`config.mk`:
```
export PLATFORM = sky130hd
export DESIGN_NAME = life_grid_generation_step
export DESIGN_NICKNAME = d
export VERILOG_FILES = /design/src/rtl/core/lgs_pkg.sv /design/src/rtl/core/lgs_row_mem.sv /design/src/rtl/core/lgs_row_rule.sv /design/src/rtl/core/life_grid_generation_step.sv
export SDC_FILE = /design/constraint.sdc
export NUM_CORES = 1
export LEC_CHECK = 0
export BUFFER_PORTS_ARGS = -buffer_cell sky130_fd_sc_hd__buf_4
export CAP_MARGIN = 20
export CORE_MARGIN = 2
export CORE_UTILIZATION = 60
export DETAILED_ROUTE_END_ITERATION = 8
export GPL_ROUTABILITY_DRIVEN = 0
export PLACE_DENSITY = 0.78
export SLEW_MARGIN = 0
export SYNTH_ARGS = -nofsm -noshare
export SYNTH_HDL_FRONTEND = slang
export SYNTH_SLANG_ARGS = --single-unit
```
`constraint.sdc`:
```
create_clock -name clk -period 5.9 [get_ports clk]
set_clock_uncertainty 0.15 [all_clocks]
set_input_delay 0.59 -clock clk [delete_from_list [all_inputs] [get_ports clk]]
set_output_delay 0.59 -clock clk [all_outputs]
set_load 0.005 [all_outputs]
```
`src/rtl/core/lgs_pkg.sv`:
```
// Shared types and constants for the toroidal life grid block.
package lgs_pkg;

  typedef enum logic [1:0] {
    ACT_WRITE = 2'd0,
    ACT_STEP  = 2'd1,
    ACT_READ  = 2'd2
  } lgs_action_t;

  typedef enum logic [1:0] {
    ST_IDLE,
    ST_CELL_DATA,
    ST_GEN
  } lgs_state_t;

  localparam int unsigned NBR_CNT_W = 4;
  localparam logic [NBR_CNT_W-1:0] BIRTH_CNT   = 4'd3;
  localparam logic [NBR_CNT_W-1:0] SURVIVE_CNT = 4'd2;
  localparam int unsigned COORD_W   = 4;
  localparam int unsigned COORD_CMP_W = 8;

endpackage

```
`src/rtl/core/lgs_row_mem.sv`:
```
// Row memory of the cell grid with one write and one registered read port.
module lgs_row_mem #(
  parameter int unsigned GRID_SIZE = 16
) (
  input  logic                         clk,
  input  logic                         rst_n,
  input  logic                         wr_en,
  input  logic [$clog2(GRID_SIZE)-1:0] wr_addr,
  input  logic [GRID_SIZE-1:0]         wr_data,
  input  logic                         rd_en,
  input  logic [$clog2(GRID_SIZE)-1:0] rd_addr,
  output logic [GRID_SIZE-1:0]         rd_data
);

  logic [GRID_SIZE-1:0] mem [GRID_SIZE];
  logic [GRID_SIZE-1:0] row_valid_r;
  logic [GRID_SIZE-1:0] rd_q_r;
  logic                 rd_valid_r;

  always_ff @(posedge clk) begin
    if (wr_en) begin
      mem[wr_addr] <= wr_data;
    end
    if (rd_en) begin
      rd_q_r <= mem[rd_addr];
    end
  end

  always_ff @(posedge clk) begin
    if (!rst_n) begin
      row_valid_r <= '0;
      rd_valid_r  <= 1'b0;
    end else begin
      if (rd_en) begin
        rd_valid_r <= row_valid_r[rd_addr];
      end
      if (wr_en) begin
        row_valid_r[wr_addr] <= 1'b1;
      end
    end
  end

  assign rd_data = rd_valid_r ? rd_q_r : '0;

endmodule

```
`src/rtl/core/lgs_row_rule.sv`:
```
// Next-generation rule for one row from the old rows above, at and below it.
module lgs_row_rule #(
  parameter int unsigned GRID_SIZE = 16
) (
  input  logic [GRID_SIZE-1:0] up_row,
  input  logic [GRID_SIZE-1:0] cur_row,
  input  logic [GRID_SIZE-1:0] down_row,
  output logic [GRID_SIZE-1:0] new_row
);

  import lgs_pkg::*;

  for (genvar c = 0; c < GRID_SIZE; c++) begin : g_cell
    localparam int unsigned L = (c == 0) ? GRID_SIZE - 1 : c - 1;
    localparam int unsigned R = (c == GRID_SIZE - 1) ? 0 : c + 1;
    logic [NBR_CNT_W-1:0] live;

    assign live = NBR_CNT_W'(up_row[L]) + NBR_CNT_W'(up_row[c]) + NBR_CNT_W'(up_row[R])
                + NBR_CNT_W'(cur_row[L]) + NBR_CNT_W'(cur_row[R])
                + NBR_CNT_W'(down_row[L]) + NBR_CNT_W'(down_row[c])
                + NBR_CNT_W'(down_row[R]);
    assign new_row[c] = (live == BIRTH_CNT) || (cur_row[c] && (live == SURVIVE_CNT));
  end

endmodule

```
`src/rtl/core/life_grid_generation_step.sv`:
```
// Top level of the toroidal life grid: sequencer, cell access and generation sweep.
// The grid lives in a row memory with a registered read. A cell write or read first
// reads the row, then modifies and writes it back or delivers the cell as a beat. In a
// generation the sweep reads one row per cycle through the single read port, keeps the
// rows above and at the current one in registers, and writes each new row back behind
// the read front; the old first row is held for the last row.
// A read result waits in an output register; the next item is taken once it is loaded.
module life_grid_generation_step #(
  parameter int unsigned GRID_SIZE = 16
) (
  input  logic                  clk,
  input  logic                  rst_n,
  input  logic                  in_valid,
  output logic                  in_stall,
  input  logic [1:0]            in_action,
  input  logic [3:0]            in_row,
  input  logic [3:0]            in_col,
  input  logic                  in_cell_value,
  output logic                  out_valid,
  input  logic                  out_stall,
  output logic                  out_cell_alive
);

  import lgs_pkg::*;

  localparam int unsigned AW = $clog2(GRID_SIZE);
  localparam int unsigned SW = $clog2(GRID_SIZE + 3);
  localparam logic [SW-1:0] STEP_LAST = SW'(GRID_SIZE + 2);
  localparam logic [SW-1:0] STEP_RD_LAST = SW'(GRID_SIZE);
  localparam logic [AW-1:0] ROW_LAST = AW'(GRID_SIZE - 1);

  lgs_state_t           state_r, state_nxt;
  lgs_action_t          act_r, act_nxt;
  logic [AW-1:0]        row_r, row_nxt;
  logic [AW-1:0]        col_r, col_nxt;
  logic                 val_r, val_nxt;
  logic                 inside_r, inside_nxt;
  logic [SW-1:0]        step_r, step_nxt;
  logic [GRID_SIZE-1:0] up_r, up_nxt;
  logic [GRID_SIZE-1:0] cur_r, cur_nxt;
  logic [GRID_SIZE-1:0] row0_r, row0_nxt;
  logic                 out_valid_r, out_valid_nxt;
  logic                 out_cell_alive_r, out_cell_alive_nxt;

  logic                 mem_wr_en;
  logic [AW-1:0]        mem_wr_addr;
  logic [GRID_SIZE-1:0] mem_wr_data;
  logic                 mem_rd_en;
  logic [AW-1:0]        mem_rd_addr;
  logic [GRID_SIZE-1:0] mem_rd_data;
  logic [GRID_SIZE-1:0] down_row;
  logic [GRID_SIZE-1:0] rule_row;
  logic [GRID_SIZE-1:0] cell_row;

  logic                 in_inside;
  logic [AW+COORD_W-1:0] in_row_ext;
  logic [AW+COORD_W-1:0] in_col_ext;
  logic [SW-1:0]        step_m1;
  logic [SW-1:0]        step_m3;

  assign in_inside = (COORD_CMP_W'(in_row) < COORD_CMP_W'(GRID_SIZE))
                  && (COORD_CMP_W'(in_col) < COORD_CMP_W'(GRID_SIZE));
  assign in_row_ext = (AW + COORD_W)'(in_row);
  assign in_col_ext = (AW + COORD_W)'(in_col);
  assign step_m1 = step_r - SW'(1);
  assign step_m3 = step_r - SW'(3);
  assign down_row = (step_r == STEP_LAST) ? row0_r : mem_rd_data;

  lgs_row_mem #(
    .GRID_SIZE(GRID_SIZE)
  ) u_row_mem (
    .clk     (clk),
    .rst_n   (rst_n),
    .wr_en   (mem_wr_en),
    .wr_addr (mem_wr_addr),
    .wr_data (mem_wr_data),
    .rd_en   (mem_rd_en),
    .rd_addr (mem_rd_addr),
    .rd_data (mem_rd_data)
  );

  lgs_row_rule #(
    .GRID_SIZE(GRID_SIZE)
  ) u_row_rule (
    .up_row   (up_r),
    .cur_row  (cur_r),
    .down_row (down_row),
    .new_row  (rule_row)
  );

  always_comb begin
    cell_row = mem_rd_data;
    cell_row[col_r] = val_r;
  end

  always_ff @(posedge clk) begin
    if (!rst_n) begin
      state_r     <= ST_IDLE;
      step_r      <= '0;
      out_valid_r <= 1'b0;
    end else begin
      state_r     <= state_nxt;
      step_r      <= step_nxt;
      out_valid_r <= out_valid_nxt;
    end
  end

  always_ff @(posedge clk) begin
    act_r            <= act_nxt;
    row_r            <= row_nxt;
    col_r            <= col_nxt;
    val_r            <= val_nxt;
    inside_r         <= inside_nxt;
    up_r             <= up_nxt;
    cur_r            <= cur_nxt;
    row0_r           <= row0_nxt;
    out_cell_alive_r <= out_cell_alive_nxt;
  end

  always_comb begin
    state_nxt          = state_r;
    act_nxt            = act_r;
    row_nxt            = row_r;
    col_nxt            = col_r;
    val_nxt            = val_r;
    inside_nxt         = inside_r;
    step_nxt           = step_r;
    up_nxt             = up_r;
    cur_nxt            = cur_r;
    row0_nxt           = row0_r;
    out_valid_nxt      = out_valid_r && out_stall;
    out_cell_alive_nxt = out_cell_alive_r;
    mem_wr_en          = 1'b0;
    mem_wr_addr        = row_r;
    mem_wr_data        = cell_row;
    mem_rd_en          = 1'b0;
    mem_rd_addr        = in_row_ext[AW-1:0];
    in_stall           = 1'b1;

    case (state_r)
      ST_IDLE: begin
        in_stall = 1'b0;
        if (in_valid) begin
          act_nxt    = lgs_action_t'(in_action);
          row_nxt    = in_row_ext[AW-1:0];
          col_nxt    = in_col_ext[AW-1:0];
          val_nxt    = in_cell_value;
          inside_nxt = in_inside;
          mem_rd_en  = 1'b1;
          case (in_action)
            ACT_WRITE: begin
              if (in_inside) begin
                state_nxt = ST_CELL_DATA;
              end
            end
            ACT_READ: begin
              state_nxt = ST_CELL_DATA;
            end
            ACT_STEP: begin
              state_nxt = ST_GEN;
              step_nxt  = '0;
            end
            default: begin
              state_nxt = ST_IDLE;
            end
          endcase
        end
      end

      ST_CELL_DATA: begin
        if (act_r == ACT_WRITE) begin
          mem_wr_en = 1'b1;
          state_nxt = ST_IDLE;
        end else if (!out_valid_r || !out_stall) begin
          out_valid_nxt      = 1'b1;
          out_cell_alive_nxt = inside_r && mem_rd_data[col_r];
          state_nxt          = ST_IDLE;
        end
      end

      ST_GEN: begin
        mem_rd_en   = (step_r <= STEP_RD_LAST);
        mem_rd_addr = (step_r == '0) ? ROW_LAST : step_m1[AW-1:0];
        mem_wr_addr = step_m3[AW-1:0];
        mem_wr_data = rule_row;
        step_nxt    = step_r + SW'(1);
        if (step_r == SW'(1)) begin
          up_nxt = mem_rd_data;
        end else if (step_r == SW'(2)) begin
          cur_nxt  = mem_rd_data;
          row0_nxt = mem_rd_data;
        end else if (step_r != '0) begin
          mem_wr_en = 1'b1;
          up_nxt    = cur_r;
          cur_nxt   = mem_rd_data;
        end
        if (step_r == STEP_LAST) begin
          step_nxt  = '0;
          state_nxt = ST_IDLE;
        end
      end

      default: begin
        state_nxt = ST_IDLE;
      end
    endcase
  end

  assign out_valid      = out_valid_r;
  assign out_cell_alive = out_cell_alive_r;

endmodule
```
==> flow_summary.json, run 1 <==
{
  "cp.arrival_ns": 4.99,
  "grtUsageMet2_pct": 47.54,
  "synthArstFlopShare_pct": 0,
  "r2r-end": "u_row_mem.mem[7][14]$_DFFE_PP_",
  "post-dp-hpwl_um": 26160,
  "tightestPinTransition_ns": 1.088,
  "ant_nets": 0,
  "seq_area_frac_synth_pct": 58.06,
  "crit_fanout": 33,
  "grt_pass1_vias": 11990,
  "yosysUniqueCellTypes": 56,
  "crit_path_start": "step_r[0]$_SDFFE_PN0P_",
  "slew_viol_final": 0,
  "min_period_over_period_pct": 80.69,
  "via_per_inst": 6.069,
  "grt_pass1_wl_um": 65580,
  "finalNetCount": 1698,
  "drive_gt1_share_pct": 9.470,
  "cts-resized-gates": 0,
  "syn_avg_cell_area_um2": 11.70,
  "power.density_nw_per_um2": 286.6,
  "pin_count": 18,
  "crit_chain": "inv_1 > ha_1 > nor4bb_4 > buf_4 > nor2_1 > a21oi_2 > fa_1 > xor2_1 > ha_1 > nor2_1 > fa_1 > or3_1 > o22ai_1 > buf_4",
  "grt-ovfl-total": 0,
  "slowest_stage": "fa_1",
  "die-area_um2": 31460,
  "synth_flop_cell": "edfxtp_1",
  "maxSlewHeadroom_pct": 27.32,
  "wire_per_inst_um": 21.31,
  "dr.pass1.iters": 6,
  "drtIter0Drc": 1304,
  "cts_inserted_buffers": 37,
  "setup_violations": 0,
  "worstSetupStartpointType": "register",
  "grt_usage_pct": 27.59,
  "grtUsageMet3_pct": 4.263,
  "peakVddDrop_uv": 275.5,
  "max-clock-path-buffers": 3,
  "cts.sinks": 357,
  "grt_start_max_net_pins": 134,
  "cts_tree": "done",
  "area_delta_synth_final_pct": 11.12,
  "setup_tns_ns": 0,
  "grt_busiest_layer": "met2",
  "fill_cells": 2139,
  "ff2ff_path_depth": 14,
  "path_clk_slew_ns": 0.06,
  "path_class": "register to register",
  "core_area_um2": 29640,
  "final-seq-area_um2": 10470,
  "rrSetupSlack_ns": 1.14,
  "routed-via-count": 12110,
  "synth-seq-cells": 357,
  "whs_ns": 0.08017,
  "yosys-top-cells-area": "edfxtp_1 55%, nand2_1 6.2%, ha_1 4.9%",
  "fin_crit_ns": 4.761,
  "syn_nets": 1663,
  "yosys_warnings": 0,
  "die_y_um": 177.4,
  "crit_path_end_kind": "register",
  "synth_edf_count": 332,
  "cts_htree_levels": 2,
  "outcome": "complete, no violations",
  "r2r_start": "step_r[0]$_SDFFE_PN0P_",
  "rsz0062_at_grt": "no",
  "initial_utilization_pct": 60.84,
  "die_w_um": 177.4,
  "io_buffers": 17,
  "cp_slowest_stage_delay_ns": 0.52,
  "postCtsSetupBuffers": 0,
  "endpoint": "u_row_mem.mem[7][14]$_DFFE_PP_",
  "synth_area_um2": 18030,
  "hp-class": "input pin to register",
  "multi_input_comb_area_um2": 6829,
  "cts_root_buf": "clkbuf_16",
  "clk_latency_ns": 0.55,
  "antenna_found_initial": 1,
  "use_met1_pct": 35.98,
  "postSynthCellCount": 1541,
  "synth_largest_area_cell": "edfxtp_1",
  "synth_top_area_share_pct": 55.29,
  "cp.required_ns": 6.13,
  "cap_viol_max_count": 0,
  "rows": 63,
  "n_antenna_cell": 0,
  "cts_hold_buf": 0,
  "drc": 0,
  "wl_um": 42520,
  "clock.fmax_mhz": 210.1,
  "hold_viol_final": 0,
  "p_leak_nw": 8.070
}
[cells in the mapped netlist, types with 4 or more instances]
cell	instances
a21boi_0	4
a21oi_1	40
a31oi_1	4
a32oi_1	18
and2_1	12
buf_1	8
buf_2	13
clkbuf_1	41
dfxtp_1	25
edfxtp_1	332
fa_1	36
ha_1	71
inv_1	140
mux2i_1	65
mux2i_2	8
mux4_2	6
nand2_1	299
nand2b_1	10
nand3_1	54
nand3b_1	17
nand4_1	6
nor2_1	73
nor2b_1	5
nor3_1	15
nor4_1	13
o21a_1	19
o21ai_0	104
o21ai_1	6
o221ai_1	17
or4_1	4
xnor2_1	19
xnor3_1	11
xor2_1	10
[logic make-up (layout without fill, tap and decap cells)]
| kind of cell | after synthesis | in the layout | share of synthesized area (%) |
|---|---|---|---|
| fa+ha+maj | 107 | 107 | 8.923 |
| flops | 357 | 357 | 58.06 |
| compound gates | 227 | 227 | 7.695 |
| buf+inv | 206 | 270 | 4.461 |
| xor+xnor | 40 | 40 | 2.782 |
| mux | 84 | 84 | 5.405 |
| simple gates | 520 | 520 | 12.67 |
[power by group]
part | switching [mW] | internal (mW) | total, mW
sequential | 0.0303 | 2.81 | 2.84
clock | 1.00 | 1.38 | 2.38
combinational | 0.336 | 0.180 | 0.516
total | 1.37 | 4.38 | 5.74
[placed cells by master (no fill, tap or decap), types with 5 or more instances in the layout]
cell,netlist,routed
a21oi_1,40,38
a32oi_1,18,18
and2_1,12,12
buf_4,2,59
clkbuf_1,41,9
clkbuf_16,0,38
clkinv_1,1,7
clkinv_2,0,6
dfxtp_1,25,25
edfxtp_1,332,332
fa_1,36,36
ha_1,71,71
inv_1,140,140
mux2i_1,65,65
mux2i_2,8,8
mux4_2,6,6
nand2_1,299,299
nand2b_1,10,10
nand3_1,54,54
nand3b_1,17,17
nand4_1,6,6
nor2_1,73,70
nor2b_1,5,5
nor3_1,15,11
nor4_1,13,12
o21a_1,19,19
o21ai_0,104,104
o21ai_1,6,6
o221ai_1,17,17
xnor2_1,19,19
xnor3_1,11,11
xor2_1,10,10
[stage by stage]
step                instances  util (%)  worst slack, ns  cell area (um^2)  power [mW]
finish                   1995     67.61            1.139             20040       5.743
global route             1995     67.61           0.8517             20040       5.905
CTS                      1995     67.61            1.227             20040       5.753
detailed placement       1927     63.41            1.283             18790       3.401
global placement         1926     63.36            1.420             18780       3.381
floorplan                1541         -            1.364             18030       3.235
[flip-flops by register name (all words and copies together) (netlist names), 4 cells and up]
signal                 cells
u_row_mem.row_valid_r     16
u_row_mem.mem            256
cur_r                     16
up_r                      16
row0_r                    16
row_r                      4
col_r                      4
u_row_mem.rd_q_r          16
step_r                     5
[worst min path at each step]
stage	from	endpoint	cells after the start
finish	in_row[3]	row_r[3]$_DFFE_PP_	1
global route	in_row[3]	row_r[3]$_DFFE_PP_	1
CTS	in_row[3]	row_r[3]$_DFFE_PP_	1
detailed placement	u_row_mem.row_valid_r[15]$_SDFFE_PN0P_	u_row_mem.row_valid_r[15]$_SDFFE_PN0P_	1
global placement	u_row_mem.row_valid_r[13]$_SDFFE_PN0P_	u_row_mem.row_valid_r[13]$_SDFFE_PN0P_	1
floorplan	u_row_mem.row_valid_r[15]$_SDFFE_PN0P_	u_row_mem.row_valid_r[15]$_SDFFE_PN0P_	1
[layer usage]
layer / up-vias / wire [um]
met3: 103 / 3459
met5: - / 0
met1: 5962 / 16590
met4: 0 / 1200
li1: 5521 / -
met2: 522 / 21270
[final cells by class]
type,instances,area share (%)
Tap cell,390,2.435
Multi-Input combinational cell,978,34.08
Sequential cell,357,52.25
Clock buffer,47,4.914
Timing Repair Buffer,61,2.385
Clock inverter,21,1.293
Inverter,141,2.641
[worst max-delay path: cells and delay by family (launching register included)]
family / cells / cell delay, ns
compound gates: 2 / 0.62
buf+inv: 3 / 0.93
flops: 1 / 0.39
xor+xnor: 1 / 0.19
simple gates: 4 / 0.90
fa+ha+maj: 4 / 1.39
Power figures use the tool's default switching activity.
==> run 2: changes to the inputs <==
- clock period: 5.9 -> 4.9 ns (I/O delays scaled with it)
==> run 2 against run 1 <==
- setup slack worse by 0.85 ns
- sequential power up 20%
- sequential share of layout area down 0.14 points
- combinational power up 23%
- cell area up 0.27%
- highest routed layer unchanged
- flip-flop and latch count unchanged
==> flow_summary.json, run 2 (synthesized netlist as in run 1, its figures left out) <==
{
  "slowest_stage": "nor4bb_4",
  "cts-resized-gates": 0,
  "whs_ns": 0.01231,
  "min_period_over_period_pct": 94.14,
  "path_clk_slew_ns": 0.06,
  "ant_nets": 0,
  "crit_fanout": 16,
  "grt_usage_pct": 28.23,
  "setup_tns_ns": 0,
  "outcome": "complete, no violations",
  "internal_power_mw": 5.107,
  "finalNetCount": 1714,
  "via_per_inst": 6.078,
  "setup_violations": 0,
  "rrSetupSlack_ns": 0.29,
  "p_leak_nw": 8.098,
  "grt_start_max_net_pins": 70,
  "cts.sinks": 357,
  "dp.cells": 1933,
  "die_y_um": 177.4,
  "cp_slowest_stage_delay_ns": 0.54,
  "wire_per_inst_um": 21.70,
  "path_class": "register to register",
  "cts_inserted_buffers": 38,
  "cp.arrival_ns": 4.82,
  "hold_viol_final": 0,
  "crit_buf_inv": 3,
  "regMostFlops": "u_row_mem.mem",
  "cap_viol_max_count": 0,
  "initial_utilization_pct": 60.84,
  "crit_path_end_kind": "register",
  "core_area_um2": 29640,
  "cts_tree": "done",
  "routed-via-count": 12210,
  "wl_um": 43570,
  "power.density_nw_per_um2": 334.3,
  "worstSetupStartpointType": "register",
  "antenna_found_initial": 0,
  "multi_input_comb_area_um2": 6829,
  "pin_count": 18,
  "drive_gt1_share_pct": 9.827,
  "n_antenna_cell": 0,
  "clk_latency_ns": 0.53,
  "hp-class": "input pin to register",
  "switchingPower_mw": 1.610,
  "largest_reg_flops": 256,
  "p_sw_share_pct": 23.97,
  "area_delta_synth_final_pct": 11.42,
  "drc": 0,
  "final-seq-area_um2": 10470,
  "tightestPinTransition_ns": 0.9475,
  "clock.fmax_mhz": 216.8,
  "fill_cells": 2118,
  "maxSlewHeadroom_pct": 36.68,
  "io_buffers": 17,
  "crit_chain": "inv_1 > ha_1 > nor4bb_4 > buf_12 > mux2i_2 > xnor3_1 > xnor2_1 > ha_1 > a21oi_1 > fa_1 > nor4_1 > o21ai_0 > o21ai_0 > buf_4",
  "final_util_pct": 67.79,
  "grt_pass1_vias": 12230,
  "pwr-share-seq_pct": 50.9,
  "cts_hold_buf": 6,
  "post-dp-hpwl_um": 26890,
  "max-clock-path-buffers": 3,
  "dr.pass1.iters": 5,
  "die_w_um": 177.4,
  "postCtsSetupBuffers": 0,
  "drtIter0Drc": 1193,
  "rows": 63,
  "final_cells": 2008,
  "cp.required_ns": 5.10,
  "rsz0062_at_grt": "no",
  "power_frac_clock_pct": 39.7,
  "peakVddDrop_uv": 310.2,
  "mostFrequentLayoutCells": "332 x edfxtp_1, 299 x nand2_1, 140 x inv_1",
  "combPwrFrac_pct": 9.5,
  "slew_viol_final": 0,
  "critical_path.top_delay_family": "adder cells",
  "fin_crit_ns": 4.613,
  "grt_pass1_wl_um": 67100,
  "cts_htree_levels": 2,
  "mostFrequentLayoutCell": "edfxtp_1",
  "cts_root_buf": "clkbuf_16",
  "grt-ovfl-total": 0,
  "die-area_um2": 31460
}
-- run 2: cell count changes in the layout (fill, tap and decap cells not counted), sizes merged --
cell / change
bufinv: -3
clkinvlp: +1
buf: +8
dlygate4sd3: +7
-- run 2: routing by layer --
layer / GRT usage (%) / wire (um) / share of wire (%) / up-vias
met3: 3.920 / 3560 / 8.2 / 109
met5: 0 / 0 / 0 / -
li1: - / - / - / 5553
met4: 10.21 / 1439 / 3.3 / 0
met2: 48.23 / 21460 / 49 / 584
met1: 37.12 / 17110 / 39 / 5959
-- run 2: final cells by class --
type	instances	share of cell area (%)
repair buffers	76	3.188
clock inverters	19	0.7473
multi-input cells	978	33.99
clock buffers	47	4.901
well taps	390	2.429
flip-flops and latches	357	52.11
inverters	141	2.634
-- run 2: through the flow --
step | cell area (um^2) | power [mW] | worst slack [ns]
floorplan | 18030 | 3.895 | 0.3635
global placement | 18860 | 4.071 | 0.5769
detailed placement | 18860 | 4.098 | 0.3761
CTS | 20050 | 6.726 | 0.3372
global route | 20090 | 6.927 | 0.04776
finish | 20090 | 6.717 | 0.2869
-- run 2: power by group through the flow --
stage	Clock [mW]	Sequential, mW	Combinational, mW
global placement	0	3.48	0.592
floorplan	0	3.46	0.431
global route	2.81	3.42	0.700
CTS	2.68	3.42	0.628
finish	2.66	3.42	0.637
detailed placement	0	3.48	0.619
-- run 2: worst paths after layout --
kind                                    startpoint                                     to  cells past startpoint
min reg2reg  u_row_mem.row_valid_r[8]$_SDFFE_PN0P_  u_row_mem.row_valid_r[8]$_SDFFE_PN0P_                      1
max                         step_r[0]$_SDFFE_PN0P_          u_row_mem.mem[1][7]$_DFFE_PP_                     14
max reg2reg                 step_r[0]$_SDFFE_PN0P_          u_row_mem.mem[1][7]$_DFFE_PP_                     14
min                                   in_action[1]                     act_r[1]$_DFFE_PP_                      1
